$ cat src/vn_pkg.sv
// Shared widths, mode codes and lane types for the vector normalize pipeline.
// Used by every module under src; depends on nothing.
package vn_pkg;

  localparam int CompBits     = 16;
  localparam int UnitFracBits = 14;
  localparam int Lanes        = 4;

  localparam int RootW = CompBits + 1;
  localparam int SqW   = 2 * CompBits - 1;
  localparam int SumW  = 2 * CompBits + 1;
  localparam int RemW  = RootW + 3;
  localparam int QuoW  = UnitFracBits + 1;
  localparam int UnitW = UnitFracBits + 2;

  localparam logic [1:0] MODE_2D = 2'd0;
  localparam logic [1:0] MODE_3D = 2'd1;
  localparam logic [1:0] MODE_4D = 2'd2;

  typedef struct packed {
    logic                neg;
    logic [CompBits-1:0] mag;
  } lane_t;

  typedef lane_t [Lanes-1:0] lanes_t;

endpackage

$ cat src/vn_sqrt.sv
// Integer square root, one result bit per pipeline stage (digit recurrence).
// Depends on vn_pkg.
module vn_sqrt (
  input  logic                    clk_i,
  input  logic                    rst_ni,
  input  logic                    en_i,
  input  logic                    valid_i,
  input  logic [vn_pkg::SumW-1:0] sum_i,
  input  vn_pkg::lanes_t          lanes_i,
  output logic                    valid_o,
  output logic [vn_pkg::RootW-1:0] root_o,
  output vn_pkg::lanes_t          lanes_o
);
  import vn_pkg::*;

  localparam int PadW = 2 * RootW;

  logic [RootW-1:0] valid_q;
  logic [PadW-1:0]  rad_q  [RootW];
  logic [RemW-1:0]  rem_q  [RootW];
  logic [RootW-1:0] root_q [RootW];
  lanes_t           lanes_q [RootW];

  for (genvar j = 0; j < RootW; j++) begin : g_step
    logic [PadW-1:0]  rad_in;
    logic [RemW-1:0]  rem_in, rem_sh, trial;
    logic [RootW-1:0] root_in;
    lanes_t           lanes_in;
    logic             v_in;

    if (j == 0) begin : g_first
      assign rad_in   = PadW'(sum_i);
      assign rem_in   = '0;
      assign root_in  = '0;
      assign lanes_in = lanes_i;
      assign v_in     = valid_i;
    end else begin : g_next
      assign rad_in   = rad_q[j-1];
      assign rem_in   = rem_q[j-1];
      assign root_in  = root_q[j-1];
      assign lanes_in = lanes_q[j-1];
      assign v_in     = valid_q[j-1];
    end

    assign rem_sh = {rem_in[RemW-3:0], rad_in[2*(RootW-1-j)+1 -: 2]};
    assign trial  = RemW'({root_in, 2'b01});

    always_ff @(posedge clk_i or negedge rst_ni) begin
      if (!rst_ni) begin
        valid_q[j] <= 1'b0;
      end else if (en_i) begin
        valid_q[j] <= v_in;
      end
    end

    always_ff @(posedge clk_i) begin
      if (en_i) begin
        rad_q[j]   <= rad_in;
        lanes_q[j] <= lanes_in;
        if (rem_sh >= trial) begin
          rem_q[j]  <= rem_sh - trial;
          root_q[j] <= {root_in[RootW-2:0], 1'b1};
        end else begin
          rem_q[j]  <= rem_sh;
          root_q[j] <= {root_in[RootW-2:0], 1'b0};
        end
      end
    end
  end

  assign valid_o = valid_q[RootW-1];
  assign root_o  = root_q[RootW-1];
  assign lanes_o = lanes_q[RootW-1];

endmodule

$ cat config.mk
export PLATFORM = sky130hd
export DESIGN_NAME = vn_sqrt
export DESIGN_NICKNAME = d
export VERILOG_FILES = /design/src/vn_pkg.sv /design/src/vn_sqrt.sv
export SDC_FILE = /design/constraint.sdc
export NUM_CORES = 2
export LEC_CHECK = 0
export BUFFER_PORTS_ARGS = -buffer_cell sky130_fd_sc_hd__buf_2
export CELL_PAD_IN_SITES_DETAIL_PLACEMENT = 0
export CELL_PAD_IN_SITES_GLOBAL_PLACEMENT = 1
export CORE_MARGIN = 2
export CORE_UTILIZATION = 54
export CTS_CLUSTER_SIZE = 20
export DETAILED_ROUTE_END_ITERATION = 10
export HOLD_SLACK_MARGIN = 0.02
export PLACE_DENSITY = 0.84
export SLEW_MARGIN = 20
export SYNTH_ARGS = -nofsm -noshare
export SYNTH_HDL_FRONTEND = slang
export SYNTH_SLANG_ARGS = --single-unit
$ cat constraint.sdc
create_clock -name clk_i -period 3.5 [get_ports clk_i]
set_clock_uncertainty 0.2 [all_clocks]
set_input_delay 0.35 -clock clk_i [delete_from_list [all_inputs] [get_ports clk_i]]
set_output_delay 0.35 -clock clk_i [all_outputs]
set_load 0.005 [all_outputs]
# Word level (Yosys, flattened, before mapping)
# Memory sizes are Yosys's and may differ from the RTL's.
# Index checks and enable logic that the tools add are counted.
[totals] reg_bits=17 ramBits=2363 in_bits=105 output_inout_bits=86 word_cells=227 memories=4
[classes] add_sub_neg=17 order_cmp=17 n_mux=138 bitwise=34
[memory_table] memory="lanes_q" words=17 width=68 read_ports=17 rd_clocked_by_memory_dff=0 wr=17 line="vn_sqrt.sv:22" rtl="lanes_t lanes_q [RootW];"
[memory_table] memory="rad_q" words=17 width=34 read_ports=16 rd_clocked_by_memory_dff=0 wr=17 line="vn_sqrt.sv:19" rtl="logic [PadW-1:0] rad_q [RootW];"
[memory_table] memory="rem_q" words=17 width=20 read_ports=16 rd_clocked_by_memory_dff=0 wr=17 line="vn_sqrt.sv:20" rtl="logic [RemW-1:0] rem_q [RootW];"
[memory_table] memory="root_q" words=17 width=17 read_ports=17 rd_clocked_by_memory_dff=0 wr=17 line="vn_sqrt.sv:21" rtl="logic [RootW-1:0] root_q [RootW];"
[op_table] operator="$mux W20" count=17
[op_table] operator="$ge A20 B19 Y1" count=16
[op_table] operator="$sub A20 B19 Y20" count=16
[op_table] operator="$mux W17" count=17
[op_table] operator="$mux W1" count=104
[op_table] operator="$or A1 B1 Y1" count=34
[op_table] operator="$sub A1 B1 Y2 const B" count=1
[op_table] operator="$ge A1 B1 Y1 const B" count=1

# Depth between registers and ports, before layout
# An unclocked memory read counts as a cell.
[logic_depth] ltp_word=6 depth_mapped=11 mapped_depth_nobuf=9

# Worst setup path after synthesis
# OpenSTA, ideal clock, no wires.
[synth_path] kind="reg-to-reg" from="memory rem_q[14][0] (netlist name)" to="memory rem_q[15][11] (netlist name), data pin" setup_ns=0.260 arrival_time_ns=2.429 required_time_ns=3.040 slack_ns=0.611 stages_incl_launch_ff=11 path_buffers=2 synth_period_minus_slack_ns=2.889 path_cell_list="edfxtp_1 -> ha_1 -> nor2b_1 -> o21ai_0 -> and2_1 -> o21ai_1 -> a21oi_1 -> a21o_1 -> buf_2 -> buf_2 -> mux2_2"
[synth_lines] element="start, declared" line="vn_sqrt.sv:20"

==> flow_summary.ini <==
[power_and_ir_drop]
cellPowerDensity_nw_per_um2 = 640
p_leak_uw = 0.0285
vdd_drop_max_v = 0.000503

[synthesis]
synthSimpleGateAreaFrac_pct = 4.41
synth_compound_area_share_pct = 3.94
synth-edff-count = 1845
synth_xor_area_share_pct = 2.56
synth_top_family_by_area = simple AND/OR/NAND/NOR gates
synth_mux_area_share_pct = 1.28
synth_seq_cells = 1863
synth-seq-area-share_pct = 83.2
synth_top_area_cell = edfxtp_1
synth_fp_nets = 3837
mappedNetlistArea_um2 = 67100
netlist.area_leader.share_pct = 82.5
async_reset_ff_share_pct = 0.913
yosys_most_used_dff = edfxtp_1
postSynthAreaPerCell_um2 = 18.9
synth.top_cells.by_count = edfxtp_1 (1,845), inv_1 (205), ha_1 (171)
synthAdderAreaFrac_pct = 3.19
ys_top_cells_by_area = edfxtp_1 (83%), ha_1 (3.2%), xor2_1 (1.4%), xnor2_1 (1.2%), inv_1 (1.1%)
ys_warn_count = 0
yosysMostFrequentCell = edfxtp_1
synth_cell_type_count = 74
syn_inst = 3561

[final_layout]
fin_util_pct = 63.4
syn_to_final_growth_pct = 16.7
layout-drive-gt1-share_pct = 13.8
nNetsFinal = 4394
n_antenna_cell = 0

[floorplan]
dieArea_um2 = 127000
fp.dieH_um = 357
die_w_um = 357
placementRows = 129
boundaryPins = 191
start_util_pct = 54.4
coreArea_um2 = 123000

[critical_path]
r2r_setup_slack_ps = 310
arrival_ps = 3530
critPathRequiredTime_ps = 3840
critPathMaxFanout = 16
crit_type = reg -> reg
r2r_start = rem_q[12][0]
r2r_end = rem_q[13][2]
cp-start-kind = flop
rr_worst_depth = 10
crit_path_end_kind = flop

[drt]
wl_per_cell_um = 16.2
antenna_left = 0
drt_iter0_drc = 2051
post-route-drc-count = 0
first_pass_iters = 5
vias = 29950
via_per_inst = 5.07
wl_um = 96000

[clocking]
cts_buffers = 180
clock_sinks = 1863
cts_root_buf = clkbuf_16
cts-htree-levels = 4
cts_tree = built
clockBufferDepth = 3
clk_latency_ps = 800
clk_pin_slew_ps = 70

[grt]
met2_usage_pct = 27.3
grt.total_usage_pct = 15.2
grt_max_degree = 175
grt_busiest_layer = met2
antenna_found_initial = 0
grt_pass1_vias = 30475
overflow = 0
met3_usage_pct = 3.51
grt_pass1_wl_um = 153000
use_met1_pct = 17.7

[timing]
slew_violations = 0
fin_crit_sh_pct = 91.2
rsz0062_at_grt = no
maxSlewHeadroom_pct = 36.9
finalSetupViolations = 0
fmaxAchievable_mhz = 313
period_minus_slack_ps = 3190
worst_pin_slew_ps = 946
layout_setup_ws_ps = 309
finalSetupTns_ps = 0
hold_viol_final = 0

[placement]
place_congestion = 0.831
hpwl_um = 54600
io_buffers = 190
dp_slack_ps = 368

[worst_hold_path]
holdPathEnd = lanes_q[0][3]
hold_path.class = in -> reg
hold_start = lanes_i[3]
hold_depth = 2

[job]
cap_viol_max_count = 0

[status]
status = finished clean
[registers in the layout, indices dropped and copies added, names as in the netlist]
name and flops:
rem_q 265, g_step.v_in 16, root_q 153, valid_o 1, lanes_q 1156, rad_q 272
[area by class of cell]
class	instances	area, um^2
Inverter	205	769
Fill cell	8381	45100
Timing Repair Buffer	426	3330
Tap cell	1637	2050
Clock buffer	224	4720
Sequential cell	1863	55800
Clock inverter	114	1290
Multi-Input combinational cell	1442	10300
[stage by stage]
stage | cells | power [uW] | cell area, um^2 | hold WS (ps)
finish | 5911 | 50200 | 78300 | 100
floorplan | 3561 | 29900 | 67100 | -146
CTS | 5910 | 50800 | 78300 | 21.4
global route | 5911 | 52200 | 78300 | 22.3
detailed placement | 5384 | 31200 | 70400 | 84.4
global placement | 5384 | 31100 | 70400 | 73.7
[worst max path at each step]
stage	slack (ps)	endpoint	from
floorplan	610	rem_q[15][11]	rem_q[14][0]
global placement	410	rem_q[15][13]	root_q[14][0]
CTS	340	rem_q[11][14]	rem_q[10][0]
finish	310	rem_q[13][2]	rem_q[12][0]
detailed placement	370	rem_q[14][14]	rem_q[13][0]
global route	130	rem_q[11][15]	rem_q[10][0]
[metal layers]
| layer | up-vias | wire length [um] |
|---|---|---|
| met5 | - | 0 |
| met3 | 187 | 3650 |
| li1 | 14758 | - |
| met2 | 498 | 51200 |
| met1 | 14507 | 38600 |
| met4 | 0 | 2630 |
[critical path: stages (launching register included)]
cell and delay (ps):
edfxtp_1 420, ha_1 370, nor2b_1 200, o31a_1 170, o21ai_1 120, a2111oi_0 500
nor3_1 110, buf_4 170, nand2_1 60, buf_4 240, mux2_2 370
[power by group]
group	internal [uW]	leakage [uW]	switching, uW
Combinational	1640	0.00749	1940
Sequential	26600	0.0181	738
Clock	11000	0.00291	8180
Total	39300	0.0285	10900
[cell usage in the layout, fill, tap and decap left out, types with 59 or more instances in the layout]
master,count
mux2_2,67
ha_1,171
edfxtp_1,1845
o21ai_0,96
nand2_1,127
a21oi_1,120
xnor2_1,91
dlygate4sd3_1,188
buf_2,189
nor2_1,142
inv_1,205
xor2_1,105
clkbuf_16,181
nor3_1,59
[logic make-up after synthesis]
logic type	count (synthesis)
compound gates	425
mux	77
xor+xnor	196
simple gates	573
buf+inv	256
flops	1863
fa+ha+maj	171
[repair_timing]
action	CTS	global route
hold endpoints to repair	316	0
resized for setup	0	0
hold buffers	188	0
setup buffers	0	0
Note: power is estimated with default switching activity, not from simulation.
