$ cat config.mk
export PLATFORM = sky130hd
export DESIGN_NAME = vn_div
export DESIGN_NICKNAME = d
export VERILOG_FILES = /design/src/vn_pkg.sv /design/src/vn_div.sv
export SDC_FILE = /design/constraint.sdc
export NUM_CORES = 2
export LEC_CHECK = 0
export BUFFER_PORTS_ARGS = -buffer_cell sky130_fd_sc_hd__buf_2
export CORE_UTILIZATION = 30
export DETAILED_ROUTE_END_ITERATION = 12
export HOLD_SLACK_MARGIN = 0.02
export PLACE_DENSITY_LB_ADDON = 0.2
export RECOVER_POWER = 50
export REMOVE_ABC_BUFFERS = 1
export SLEW_MARGIN = 20
export SYNTH_ARGS = -nofsm -noshare
export SYNTH_HDL_FRONTEND = slang
export SYNTH_SLANG_ARGS = --single-unit
export TNS_END_PERCENT = 5
$ cat constraint.sdc
create_clock -name clk_i -period 4.2 [get_ports clk_i]
set_input_delay 0.42 -clock clk_i [delete_from_list [all_inputs] [get_ports clk_i]]
set_output_delay 0.42 -clock clk_i [all_outputs]
set_load 0.05 [all_outputs]
$ cat src/vn_pkg.sv
// Shared widths, mode codes and lane types for the vector normalize pipeline.
// Used by every module under src; depends on nothing.
package vn_pkg;

  localparam int CompBits     = 16;
  localparam int UnitFracBits = 14;
  localparam int Lanes        = 4;

  localparam int RootW = CompBits + 1;
  localparam int SqW   = 2 * CompBits - 1;
  localparam int SumW  = 2 * CompBits + 1;
  localparam int RemW  = RootW + 3;
  localparam int QuoW  = UnitFracBits + 1;
  localparam int UnitW = UnitFracBits + 2;

  localparam logic [1:0] MODE_2D = 2'd0;
  localparam logic [1:0] MODE_3D = 2'd1;
  localparam logic [1:0] MODE_4D = 2'd2;

  typedef struct packed {
    logic                neg;
    logic [CompBits-1:0] mag;
  } lane_t;

  typedef lane_t [Lanes-1:0] lanes_t;

endpackage

$ cat src/vn_div.sv
// Four restoring dividers side by side, one quotient bit per stage, giving
// |component| * 2^UnitFracBits / magnitude. Depends on vn_pkg.
module vn_div (
  input  logic                     clk_i,
  input  logic                     rst_ni,
  input  logic                     en_i,
  input  logic                     valid_i,
  input  logic [vn_pkg::RootW-1:0] root_i,
  input  vn_pkg::lanes_t           lanes_i,
  output logic                     valid_o,
  output logic [vn_pkg::RootW-1:0] root_o,
  output logic [vn_pkg::Lanes-1:0] neg_o,
  output logic [vn_pkg::Lanes-1:0][vn_pkg::QuoW-1:0] quo_o
);
  import vn_pkg::*;

  logic [QuoW-1:0]                 valid_q;
  logic [RootW-1:0]                root_q [QuoW];
  logic [Lanes-1:0]                neg_q  [QuoW];
  logic [Lanes-1:0]                lsb_q  [QuoW];
  logic [Lanes-1:0][RootW-1:0]     rem_q  [QuoW];
  logic [Lanes-1:0][QuoW-1:0]      quo_q  [QuoW];

  for (genvar k = 0; k < QuoW; k++) begin : g_step
    logic [RootW-1:0]            div_in;
    logic [Lanes-1:0]            neg_in, lsb_in;
    logic [Lanes-1:0][RootW-1:0] rem_in;
    logic [Lanes-1:0][QuoW-1:0]  quo_in;
    logic                        v_in;

    if (k == 0) begin : g_first
      // The upper dividend bits are |component| >> 1; its low bit enters first.
      always_comb begin
        for (int l = 0; l < Lanes; l++) begin
          neg_in[l] = lanes_i[l].neg;
          lsb_in[l] = lanes_i[l].mag[0];
          rem_in[l] = RootW'(lanes_i[l].mag >> 1);
          quo_in[l] = '0;
        end
      end
      assign div_in = root_i;
      assign v_in   = valid_i;
    end else begin : g_next
      assign neg_in = neg_q[k-1];
      assign lsb_in = '0;
      assign rem_in = rem_q[k-1];
      assign quo_in = quo_q[k-1];
      assign div_in = root_q[k-1];
      assign v_in   = valid_q[k-1];
    end

    always_ff @(posedge clk_i or negedge rst_ni) begin
      if (!rst_ni) begin
        valid_q[k] <= 1'b0;
      end else if (en_i) begin
        valid_q[k] <= v_in;
      end
    end

    always_ff @(posedge clk_i) begin
      logic [RootW:0] part;
      if (en_i) begin
        root_q[k] <= div_in;
        neg_q[k]  <= neg_in;
        lsb_q[k]  <= lsb_in;
        for (int l = 0; l < Lanes; l++) begin
          part = {rem_in[l], lsb_in[l]};
          if (part >= {1'b0, div_in}) begin
            rem_q[k][l] <= RootW'(part - {1'b0, div_in});
            quo_q[k][l] <= {quo_in[l][QuoW-2:0], 1'b1};
          end else begin
            rem_q[k][l] <= part[RootW-1:0];
            quo_q[k][l] <= {quo_in[l][QuoW-2:0], 1'b0};
          end
        end
      end
    end
  end

  assign valid_o = valid_q[QuoW-1];
  assign root_o  = root_q[QuoW-1];
  assign neg_o   = neg_q[QuoW-1] ^ lsb_q[QuoW-1] ^ lsb_q[QuoW-1];
  assign quo_o   = quo_q[QuoW-1];

endmodule

* Word level (Yosys, flattened, before mapping) *
Memories as Yosys holds them, arrays and structs flattened.
Cells that the tools add are included.

word-level totals
  word-level logic and storage cells = 744
  input port bits = 89
  bits in writable memories = 2295
  output and inout bits = 82
  memories = 5
  bits in registers = 15

memory list
  name    words  width  read ports  clocked after Yosys merged registers in  write ports  RTL line      text
  rem_q   15     68     14          0                                        15           vn_div.sv:21  logic [Lanes-1:0][RootW-1:0] rem_q [QuoW];
  quo_q   15     60     15          0                                        15           vn_div.sv:22  logic [Lanes-1:0][QuoW-1:0] quo_q [QuoW];
  root_q  15     17     15          0                                        15           vn_div.sv:18  logic [RootW-1:0] root_q [QuoW];
  lsb_q   15     4      1           0                                        15           vn_div.sv:20  logic [Lanes-1:0] lsb_q [QuoW];
  neg_q   15     4      15          0                                        15           vn_div.sv:19  logic [Lanes-1:0] neg_q [QuoW];

cells by class
  $add $sub $neg = 60
  mux-type cells = 482
  magnitude comparators = 60
  bitwise gates (word level) = 122

operator list
  cell            number
  $mux 17         60
  $ge 18x17->1    56
  $sub 17x17->17  56
  $mux 15         60
  $mux 1          362
  $or 1x1->1      120
  $ge 16x17->1    4
  $sub 16x17->17  4
  $xor 4x4->4     2

* Depth between registers and ports, before layout *
An unclocked memory read counts as a cell.

  word-level depth = 6
  depth in mapped cells = 13
  mapped depth without buffers = 11

* Worst setup path before layout *
No wires, ideal clock.

  path type = register to register
  start = memory root_q[0][119] (netlist name)
  end = memory rem_q[1][11] (netlist name) (data pin)
  arrival = 2.903 ns
  slack = 1.042 ns
  setup time = 0.256 ns
  cell stages (with the launch flop) = 12
  clock period less this slack = 3.158 ns
  path buffers = 1
  data required time = 3.944 ns
  cell sequence = edfxtp_1 inv_1 fa_1 a21o_1 a21oi_2 nor2_1 o31ai_1 a311oi_1 a2111oi_4 buf_4 mux2i_1 nor2b_1

RTL lines
  what             RTL line
  start, declared  vn_div.sv:18
  end, declared    vn_div.sv:21

==> summary.md <==
| Metric | Value |
|---|---|
| Outcome | complete, but fails checks |
| Failing checks | capacitance limit, slew limit |
| Clk sink count | 1,762 |
| Clock edge transition at the registers on the reported setup and hold paths | 0.06 ns |
| HPWL Detailed | 297,000 um |
| Drt wl/cell | 23.9 um |
| First-pass GRT wire length | 540,000 um |
| Post-synth EDFFs | 1,745 |
| Setup violators final | 0 |
| Detail Route Antenna Nets | 0 |
| Fin crit share | 90.3% |
| FFs w/ async S/R, synth | 0.851% |
| DRT iter0 DRCs | 5,415 |
| Total wire length | 373,000 um |
| Peak supply drop | 0.353 mV |
| WP data required | 4.86 ns |
| Core area | 0.373 mm^2 |
| Worst path cell trace | clkbuf_1, fa_1, nor2b_1, o21a_1, o21a_1, o41ai_2, o311a_1, o21a_1, inv_2, mux2_2 |
| Post-synth top area share | 46.5% |
| CP Max Fanout | 25 |
| Setup crit end kind | flop |
| Die Height | 615 um |
| Design Area, Final | 0.128 mm^2 |
| Max-slew headroom | -84.1% |
| CTS Root Cell | clkbuf_16 |
| Worst-Margin Slew | 2.76 ns |
| Worst hold path type | in -> reg |
| FF+latch count, synth | 1,762 |
| Clock tree from TritonCTS | done |
| Grt ovf | 0 |
| Main synth FF type | edfxtp_1 |
| Yosys Warn Count | 0 |
| Post-layout minimum cycle time | 3.79 ns |
| I/O Pins | 171 |
| H-tree depth | 4 |
| Vias in the first global route | 80,200 |
| Die footprint | 0.378 mm^2 |
| Library cells used by synthesis | 109 |
| Setup CP Type | reg -> reg |
| CP dominant cell by count | o21a_1 |
| Top-count cell post-synth | edfxtp_1 |
| Cells after DPL | 15,100 |
| GPL Wtd Cong | 0.915 |
| Worst-Skew Late Latency | 0.96 ns |
| Fillers | 36,800 |
| Worst endpoint data arrival time | 4.45 ns |
| Row cnt | 224 |
| Starting density of the core | 30.2% |
| GRT Total Usage | 19.1% |
| Largest net degree at the start of global routing | 149 |
| MaxCap Viol Count | 13 |
| Worst Skew | 0.0968 ns |
| Post-synth top cells | 1,745 x edfxtp_1, 1,012 x ha_1, 731 x nor2_1, 651 x inv_1, 634 x mux2_2 |
| Pins Over Slew Limit | 667 |
| Synthesized cell area | 0.113 mm^2 |
| CP max-delay cell | edfxtp_1 |
| Worst-case clock buffer depth | 4 |
| Post-CTS setup repair buffer count | 0 |
| Ratio of cells with drive above 1 in the final layout | 13.5% |
| Non-Filler Instances | 15,600 |
| IO Port Bufs | 170 |
| Die width | 615 um |
| Area Overhead vs Synth | 13.5% |
| Leading area contributor after synthesis | edfxtp_1 |
| Vias | 80,400 |
| Hold Vio Cnt, Final | 0 |
| Fmax | 264 MHz |
| Initial antenna violation count | 10 |
| Syn_area_per_cell | 11.3 um^2 |
| Detailed Routing Iterations Pass 1 | 6 |
| Setup TNS | 0 ns |
| Sequential-to-total area share from yosys stat | 46.9% |
| Post-Synthesis Cells | 10,000 |
| CTS buffer count | 218 |
| Synth area leaders | edfxtp_1 46%, ha_1 11%, mux2_2 6.3%, xnor2_1 3.2%, a21oi_1 2.7% |
| DR DRC count | 0 |
| Leak | 49.9 nW |
| Post-DP Area | 0.120 mm^2 |
| Critical path's largest stage delay | 0.55 ns |
| Pwr Density | 729 mW/mm^2 |
| Vias per inst | 5.16 |
| NumNets Final | 11,600 |
| RSZ-0062 raised after global routing | no |
| Worst setup SP type | flop |
area by class of cell:
| cell class | instances | area [um^2] | area share [%] |
|---|---|---|---|
| antenna | 9 | 22.5 | 0.0176 |
| clock buffer | 253 | 5610 | 4.38 |
| clock inverter | 148 | 1630 | 1.27 |
| inverter | 656 | 2460 | 1.92 |
| multi-input combinational | 7378 | 56400 | 44.1 |
| sequential | 1762 | 52800 | 41.3 |
| tap | 4972 | 6220 | 4.86 |
| timing repair buffer | 405 | 2820 | 2.20 |
state kept, by name, indices dropped and copies added, names as in the netlist:
signal       cells
rem_q          952
valid_o          1
quo_q          480
g_step.v_in     14
neg_q           60
root_q         255
worst paths after layout:
kind / startpoint / end / slack [ns] / depth (start not counted)
max in group asynchronous: rst_ni / g_step[8].v_in / 3.11 / 3
worst min-delay path: lanes_i[33] / neg_q[0][1] / 0.22 / 2
worst max register to register: root_q[1][34] / rem_q[1][209] / 0.41 / 10
min in group asynchronous: rst_ni / g_step[6].v_in / 0.65 / 3
worst min register to register: quo_q[1][195] / quo_q[1][256] / 0.38 / 0
worst max-delay path: root_q[1][34] / rem_q[1][209] / 0.41 / 10
where the power goes:
group          internal [W]  switching (W)
sequential           0.0267        0.00495
combinational        0.0192         0.0231
clock                0.0111        0.00820
metal layers:
metal | vias up | part of all wire (%) | GRT usage, %
met3 | 606 | 3.3 | 2.04
met5 | - | 0.0035 | 0
met4 | 2 | 5.2 | 8.79
met1 | 39500 | 41 | 22.6
met2 | 1735 | 50 | 34.5
li1 | 38600 | - | -
cells by family after synthesis:
kind of cell	share of synthesized area, %
multiplexers	7.53
buffers and inverters	3.18
XOR/XNOR	4.55
adder cells (fa/ha/maj)	12.2
AO/OA/AOI/OAI	14.1
flip-flops	46.9
AND/OR/NAND/NOR	11.5
timing repair:
action | CTS | global route
endpoints found under the setup margin | 0 | 0
endpoints found under the hold margin | 129 | 0
hold buffers | 89 | 0
gates resized for setup | 0 | 0
through the flow:
step / hold slack, ns / util (%) / power, W / setup slack [ns]
floorplan: 0.124 / - / 0.0603 / -0.0239
global placement: 0.328 / 32.2 / 0.0738 / 0.491
detailed placement: 0.346 / 32.2 / 0.0741 / 0.489
CTS: 0.101 / 34.3 / 0.0941 / 0.470
global route: 0.138 / 34.3 / 0.0992 / 0.191
finish: 0.219 / 34.3 / 0.0932 / 0.409
worst max-delay path, delay by kind of cell (launching register included):
| family | cells | cell delay [ns] |
|---|---|---|
| muxes | 1 | 0.34 |
| DFF | 1 | 0.55 |
| adders and majority gates | 1 | 0.33 |
| and+or+nand+nor | 1 | 0.07 |
| AOI/OAI and AO/OA | 5 | 1.47 |
| buffers and inverters | 2 | 0.73 |
layout by cell type, fill, tap and decap left out, types with 219 or more instances in the layout:
cell	instances
ha_1	1012
o21ai_0	404
clkbuf_16	219
mux2_2	634
a21oi_1	605
nor2b_1	227
nor3_1	225
a21o_1	292
inv_1	651
xnor2_1	413
edfxtp_1	1745
nor2_1	730
nand2_1	492
(Power assumes the default switching activity.)
