## config.mk

```make
export PLATFORM = sky130hd
export DESIGN_NAME = vn_square
export DESIGN_NICKNAME = d
export VERILOG_FILES = /design/src/vn_pkg.sv /design/src/vn_square.sv
export SDC_FILE = /design/constraint.sdc
export NUM_CORES = 2
export LEC_CHECK = 0
export BUFFER_PORTS_ARGS = -buffer_cell sky130_fd_sc_hd__clkbuf_2
export CORE_MARGIN = 2
export CORE_UTILIZATION = 39
export CTS_BUF_LIST = sky130_fd_sc_hd__clkbuf_8
export CTS_CLUSTER_SIZE = 20
export DETAILED_ROUTE_END_ITERATION = 6
export SLEW_MARGIN = 20
export SYNTH_ARGS = -nofsm -noshare
export SYNTH_HDL_FRONTEND = slang
export SYNTH_SLANG_ARGS = --single-unit
```

## constraint.sdc

```tcl
create_clock -name clk_i -period 5.74 [get_ports clk_i]
set_input_delay 0.574 -clock clk_i [delete_from_list [all_inputs] [get_ports clk_i]]
set_output_delay 0.574 -clock clk_i [all_outputs]
set_load 0.05 [all_outputs]
```

## src/vn_pkg.sv

```systemverilog
// Shared widths, mode codes and lane types for the vector normalize pipeline.
// Used by every module under src; depends on nothing.
package vn_pkg;

  localparam int CompBits     = 16;
  localparam int UnitFracBits = 14;
  localparam int Lanes        = 4;

  localparam int RootW = CompBits + 1;
  localparam int SqW   = 2 * CompBits - 1;
  localparam int SumW  = 2 * CompBits + 1;
  localparam int RemW  = RootW + 3;
  localparam int QuoW  = UnitFracBits + 1;
  localparam int UnitW = UnitFracBits + 2;

  localparam logic [1:0] MODE_2D = 2'd0;
  localparam logic [1:0] MODE_3D = 2'd1;
  localparam logic [1:0] MODE_4D = 2'd2;

  typedef struct packed {
    logic                neg;
    logic [CompBits-1:0] mag;
  } lane_t;

  typedef lane_t [Lanes-1:0] lanes_t;

endpackage

```

## src/vn_square.sv

```systemverilog
// Front end: absolute values, squares and the sum of squares, three stages.
// Depends on vn_pkg.
module vn_square (
  input  logic                                        clk_i,
  input  logic                                        rst_ni,
  input  logic                                        en_i,
  input  logic                                        valid_i,
  input  logic [1:0]                                  mode_i,
  input  logic [vn_pkg::Lanes-1:0][vn_pkg::CompBits-1:0] comp_i,
  output logic                                        valid_o,
  output logic [vn_pkg::SumW-1:0]                     sum_o,
  output vn_pkg::lanes_t                              lanes_o
);
  import vn_pkg::*;

  logic [2:0]         valid_q;
  lanes_t             lanes1_d, lanes1_q, lanes2_q, lanes3_q;
  logic [SqW-1:0]     sq_q [Lanes];
  logic [2*CompBits-1:0] prod [Lanes];
  logic [SumW-1:0]    sum_q;

  always_comb begin
    logic used;
    for (int l = 0; l < Lanes; l++) begin
      used = (l < 2) || (l == 2 && mode_i != MODE_2D) ||
             (l == 3 && mode_i != MODE_2D && mode_i != MODE_3D);
      lanes1_d[l].neg = used & comp_i[l][CompBits-1];
      if (!used) begin
        lanes1_d[l].mag = '0;
      end else if (comp_i[l][CompBits-1]) begin
        lanes1_d[l].mag = CompBits'(~comp_i[l] + 1'b1);
      end else begin
        lanes1_d[l].mag = comp_i[l];
      end
    end
  end

  always_comb begin
    for (int l = 0; l < Lanes; l++) begin
      prod[l] = lanes1_q[l].mag * lanes1_q[l].mag;
    end
  end

  always_ff @(posedge clk_i or negedge rst_ni) begin
    if (!rst_ni) begin
      valid_q <= '0;
    end else if (en_i) begin
      valid_q <= {valid_q[1:0], valid_i};
    end
  end

  always_ff @(posedge clk_i) begin
    if (en_i) begin
      lanes1_q <= lanes1_d;
      lanes2_q <= lanes1_q;
      lanes3_q <= lanes2_q;
      for (int l = 0; l < Lanes; l++) begin
        sq_q[l] <= prod[l][SqW-1:0];
      end
      sum_q <= SumW'(sq_q[0]) + SumW'(sq_q[1]) + SumW'(sq_q[2]) + SumW'(sq_q[3]);
    end
  end

  assign valid_o = valid_q[2];
  assign sum_o   = sum_q;
  assign lanes_o = lanes3_q;

endmodule

```

; ---- Yosys cells after proc, flatten, opt, wreduce, memory -nomap -nowiden
; Memories as Yosys holds them, arrays and structs flattened.
; Index checks and enable logic that the tools add are counted.
[op_classes]
addsub = 7
multipliers = 4
div = 0
magnitude_cmp = 0
n_eq_ne = 1
n_shift = 0
n_mux = 6
bitwise_logic = 6
n_reduce_logical = 4
[ops]
columns = operator, n
row1 = $mul A16 B16 Y31, 4
row2 = $add A16 B1 Y16 const B, 4
row3 = $not A16 Y16, 4
row4 = $mux W15, 4
row5 = $add A32 B31 Y33, 1
row6 = $add A33 B31 Y33, 1
row7 = $add A31 B31 Y32, 1
row8 = $reduce_and A2 Y1, 2
row9 = $and A1 B1 Y1, 2
row10 = $mux W1, 2
row11 = $ne A2 B1 Y1 const B, 1
row12 = $reduce_bool A2 Y1, 1
row13 = $logic_and A1 B1 Y1, 1
[word_totals]
register_bits = 240
latchBits = 0
ramBits = 124
romBits = 0
inputBits = 70
out_inout_bits = 102
wordCells = 59
mem_count = 1
[mem_list]
columns = memory, depth, width, rd, rd_ports_with_merged_regs, write_ports, line
row1 = sq_q, 4, 31, 4, 0, 4, vn_square.sv:18  ; logic [SqW-1:0] sq_q [Lanes];

; ---- Depth between registers and ports, before layout
; An unclocked memory read counts as a cell.
[depth]
word_depth = 4
ltp_mapped = 26
depth_no_buf = 24

; ---- Worst setup path after synthesis
; OpenSTA, ideal clock, no wires.
[synth_path]
kind = register to register
start = register lanes1_q[35] (netlist bit)
end = memory sq_q[2][28] (netlist bit) (data pin)
setup_ns = 0.258
arrival_ns = 6.083
t_required_ns = 5.482
path_slack_ns = -0.601
stages_incl_launch_ff = 24
n_path_buf = 3
synth_period_minus_slack_ns = 6.341
path_cell_list = edfxtp_1 > clkbuf_1 > clkbuf_1 > nand2_1 > fa_1 > fa_1 > inv_1 > fa_1 > fa_1 > fa_1 > inv_1 > fa_1 > inv_1 > ha_1 > buf_2 > a21oi_1 > o21ai_0 > a221o_1 > a222oi_1 > a21oi_1 > a211oi_1 > o21bai_1 > a31oi_1 > xnor2_1
[synth_lines]
columns = element, line
row1 = from (decl), vn_square.sv:17  ; lanes_t lanes1_d, lanes1_q, lanes2_q, lanes3_q;
row2 = from (signal assigned), vn_square.sv:54  ; lanes1_q <= lanes1_d;
row3 = to (decl), vn_square.sv:18

==> results.md <==
- The number of placed I/O pins is 172.
- The clock arrives with 0.0301 ns of skew.
- The nature of the critical path endpoint is a flip-flop.
- TritonCTS built the clock tree.
- The register bit total from synthesis is 356.
- STA classifies the critical path startpoint as a flip-flop.
- The area after detailed placement is 50,200 um2.
- The final net count is 6,124.
- For this run, design rule violations remaining after detail routing come to 0.
- At the pin with the least slew margin, the transition time is 0.889 ns.
- The area added between synthesis and finish is 26.2%.
- For this run, the number of Yosys warnings is 0.
- Counting flops with a built-in enable in the synthesized netlist gives 353.
- The flow ran to the end, but the final reports show violations.
- At the end of routability-driven placement, the weighted congestion stood at 0.850.
- The per-cell routed wire length is 15.8 um.
- Setup repair after global routing could not meet its margin everywhere.
- The final standard cell area without fillers is 54,600 um2.
- The worst path uses 108% of the clock period.
- Entering global routing, the biggest net connects 129 pins.
- The sum of routed wire length over all layers is 102 mm.
- Counting flops with an async set or reset pin after synthesis yields a share of 0.843%.
- The first global-routing pass estimated 167 mm of wire.
- The remaining global-route overflow is 0.
- The initial antenna violation count was 2.
- The die width is 337 um.
- The via count of the first global-routing pass is 32,526.
- The maximum fanout count along the critical path is 5.
- The tightest min-delay check is of the in -> reg type.
- The number of endpoints with negative hold slack in the final report is 0.
- The slack of the critical path is -0.470 ns.
- The worst slew margin relative to its limit is 40.1%.
- The setup-violating endpoint count in the final report is 38.
- The critical path in this run is classified as reg -> reg.
- Yosys mapped the design onto 65 distinct sky130hd cell types.
- The number of design-rule violations left by the first detailed-router iteration is 1,210.
- The tool flagged a number of max-cap violations equal to 0.
- Based on the critical path, the design can be clocked at up to 0.161 GHz.
- Global routing consumed, over all layers together, 18.6% of the routing resources.
- The number of pins with negative max-slew slack in the final report is 0.
- The synthesized area per cell is 10.6 um2.
- The detailed-placement wirelength estimate is 82.6 mm.
- The tree is rooted in a clkbuf_8.
- The die covers 114,000 um2.
- The synthesized area is 43,300 um2.
- Among all flip-flop cells after synthesis, the most frequent one is edfxtp_1.
- The maximum count of clock buffers along a single path is 3.
- The final reports fail on setup timing.
- The maximum level of the CTS H-tree is 3.
- Clock-pin slew was measured on the worst setup and hold paths at 0.06 ns.
- The later-pin clock latency in the skew report is 0.71 ns.
- Port buffering added 171 buffers.
- For this run, the register share of the synthesized area comes to 24.7%.
- The area of the core is 110,000 um2.
- The arrival time at the worst endpoint is 6.65 ns.
- The vertical die dimension is 337 um.
- The clock drives 356 sinks.
- The total vias in the final route is 30,173.
- The number of nets with antenna violations after detailed routing is 0.
- Dividing the detail-routed via count by the number of cells gives 4.67.
- The data required time at the worst endpoint is 6.18 ns.
- The core occupancy in the finished layout is 49.5%.
- Row generation in the floorplan step produced 122 rows.
- Synthesis produced a netlist whose cell count is 4,089.
- The post-route netlist has 26.8% of its cells at a drive strength greater than 1.
- The number of search-and-repair iterations in the first detailed-routing pass is 5.
- The final critical path time including I/O delays and setup is 6.21 ns.
- The initial utilization of the core area, before any placement, comes to 39.2%.
- Buffers inserted during clock tree synthesis total 70.
per-layer routing:
metal	GRT usage (%)	up-vias	part of all wire (%)
li1	-	14437	-
met1	24.6	15187	43
met2	32.0	425	50
met3	2.54	122	4.0
met4	5.36	2	2.3
met5	0	-	0.015
critical path, cell delays in order (launching register included):
cell and delay (ns):
edfxtp_1 0.51, and2_4 0.21, fa_1 0.50, inv_2 0.04, fa_1 0.56, inv_2 0.04, fa_1 0.53, fa_1 0.45
fa_1 0.51, inv_1 0.05, fa_1 0.51, inv_2 0.04, ha_4 0.21, buf_6 0.11, and4_1 0.19, a221o_1 0.34
a222oi_1 0.31, buf_4 0.19, a21oi_4 0.06, a211oi_2 0.19, o21bai_1 0.11, a31oi_1 0.21, xnor2_1 0.10
cell families (layout without fill, tap and decap cells):
| group | count (synthesis) | in the layout | share of synthesized area (%) |
|---|---|---|---|
| adders and majority gates | 1141 | 1141 | 45.3 |
| buffers and inverters | 1104 | 1981 | 9.58 |
| and+or+nand+nor | 856 | 856 | 9.57 |
| AOI/OAI and AO/OA | 395 | 395 | 6.06 |
| DFF | 356 | 356 | 24.7 |
| xor gates and xnor gates | 225 | 225 | 4.55 |
| muxes | 10 | 10 | 0.252 |
| other | 2 | 5 | 0.0174 |
area by class of cell:
class                           instances  area (um2)
Fill cell                           10044       55800
Multi-Input combinational cell       2630       30300
Sequential cell                       356       10700
Timing Repair Buffer                  839        6450
Inverter                             1016        3820
Tap cell                             1488        1860
Clock buffer                           70         963
Clock inverter                         56         492
Antenna cell                            2        5.00
final timing paths:
check                                           start                     end  slack [ns]  cells past startpoint
hold / removal                              comp_i[0]   lanes1_q[0]$_DFFE_PP_        0.10                      1
min in group asynchronous                      rst_ni  valid_q[0]$_DFFE_PN0P_        0.22                      2
setup reg to reg           lanes1_q[44]$_SDFFCE_PP0P_   sq_q[2][28]$_DFFE_PP_       -0.47                     22
max in group asynchronous                      rst_ni  valid_q[1]$_DFFE_PN0P_        5.42                      2
setup / recovery           lanes1_q[44]$_SDFFCE_PP0P_   sq_q[2][28]$_DFFE_PP_       -0.47                     22
hold reg to reg                lanes2_q[30]$_DFFE_PP_   lanes_o[30]$_DFFE_PP_        0.41                      0
cell usage after synthesis, drive strengths merged (12+ instances only):
cell type,n,area share [%]
o21bai,21,0.36
o31ai,18,0.32
and2,184,2.7
ha,432,12
a21oi,118,1.4
nor3,26,0.30
nand2,346,3.0
a21o,69,1.2
a31oi,14,0.20
xor2,64,1.3
clkbuf,87,0.75
fa,709,33
edfxtp,353,24
inv,1016,8.8
nand3,27,0.31
nor2,133,1.2
nor2b,32,0.46
a31o,13,0.26
o21ai,61,0.71
or2,15,0.22
o21a,13,0.23
xnor2,161,3.3
or3,12,0.17
nand2b,21,0.30
a211oi,13,0.23
and3,18,0.26
sequential cells by signal, summed over array words and instances (netlist names):
register,flops
valid_q,3
sq_q,116
lanes1_q,68
sum_o,33
lanes_o,68
lanes2_q,68
metrics by stage:
step / hold WS, ns / TNS (ns) / instances / setup WS, ns
after global routing: 0.0818 / -19.20 / 6456 / -0.765
after global placement: 0.371 / -12.18 / 6192 / -0.597
after CTS: 0.0228 / -8.56 / 6395 / -0.492
after detailed placement: 0.371 / -13.30 / 6192 / -0.668
final: 0.102 / -8.39 / 6457 / -0.470
after floorplan: 0.278 / -1.75 / 4090 / -0.429
repair_timing:
item / CTS / global route
cloned: 3 / 0
setup endpoints to repair: 51 / 67
hold buffers: 1 / 0
gates resized for setup: 213 / 258
hold endpoints to repair: 3 / 0
pin swaps: 172 / 225
buffers inserted: 84 / 82
cells in the final DEF, fill, tap and decap left out, types with 19 or more instances in the layout:
cell	netlist	routed
nand3_1	27	24
a21o_1	69	69
ha_1	432	392
buf_4	0	563
o21ai_0	58	39
and2_4	0	28
xnor2_1	161	138
buf_6	0	84
nand2b_1	21	21
nor2_1	133	119
ha_4	0	33
fa_1	709	688
and2_1	184	156
a21oi_1	116	83
clkbuf_8	0	70
inv_2	0	73
a21oi_2	2	24
clkbuf_2	0	170
o21bai_1	21	19
nand2_2	0	23
nor2b_1	32	30
edfxtp_1	353	353
nand2_1	346	306
inv_1	1016	954
xnor2_2	0	19
xor2_1	64	56
fa_2	0	21
Power is left out: the tool's default activity adds up to more than one toggle a clock period on the data nets, which glitch-free logic cannot reach.
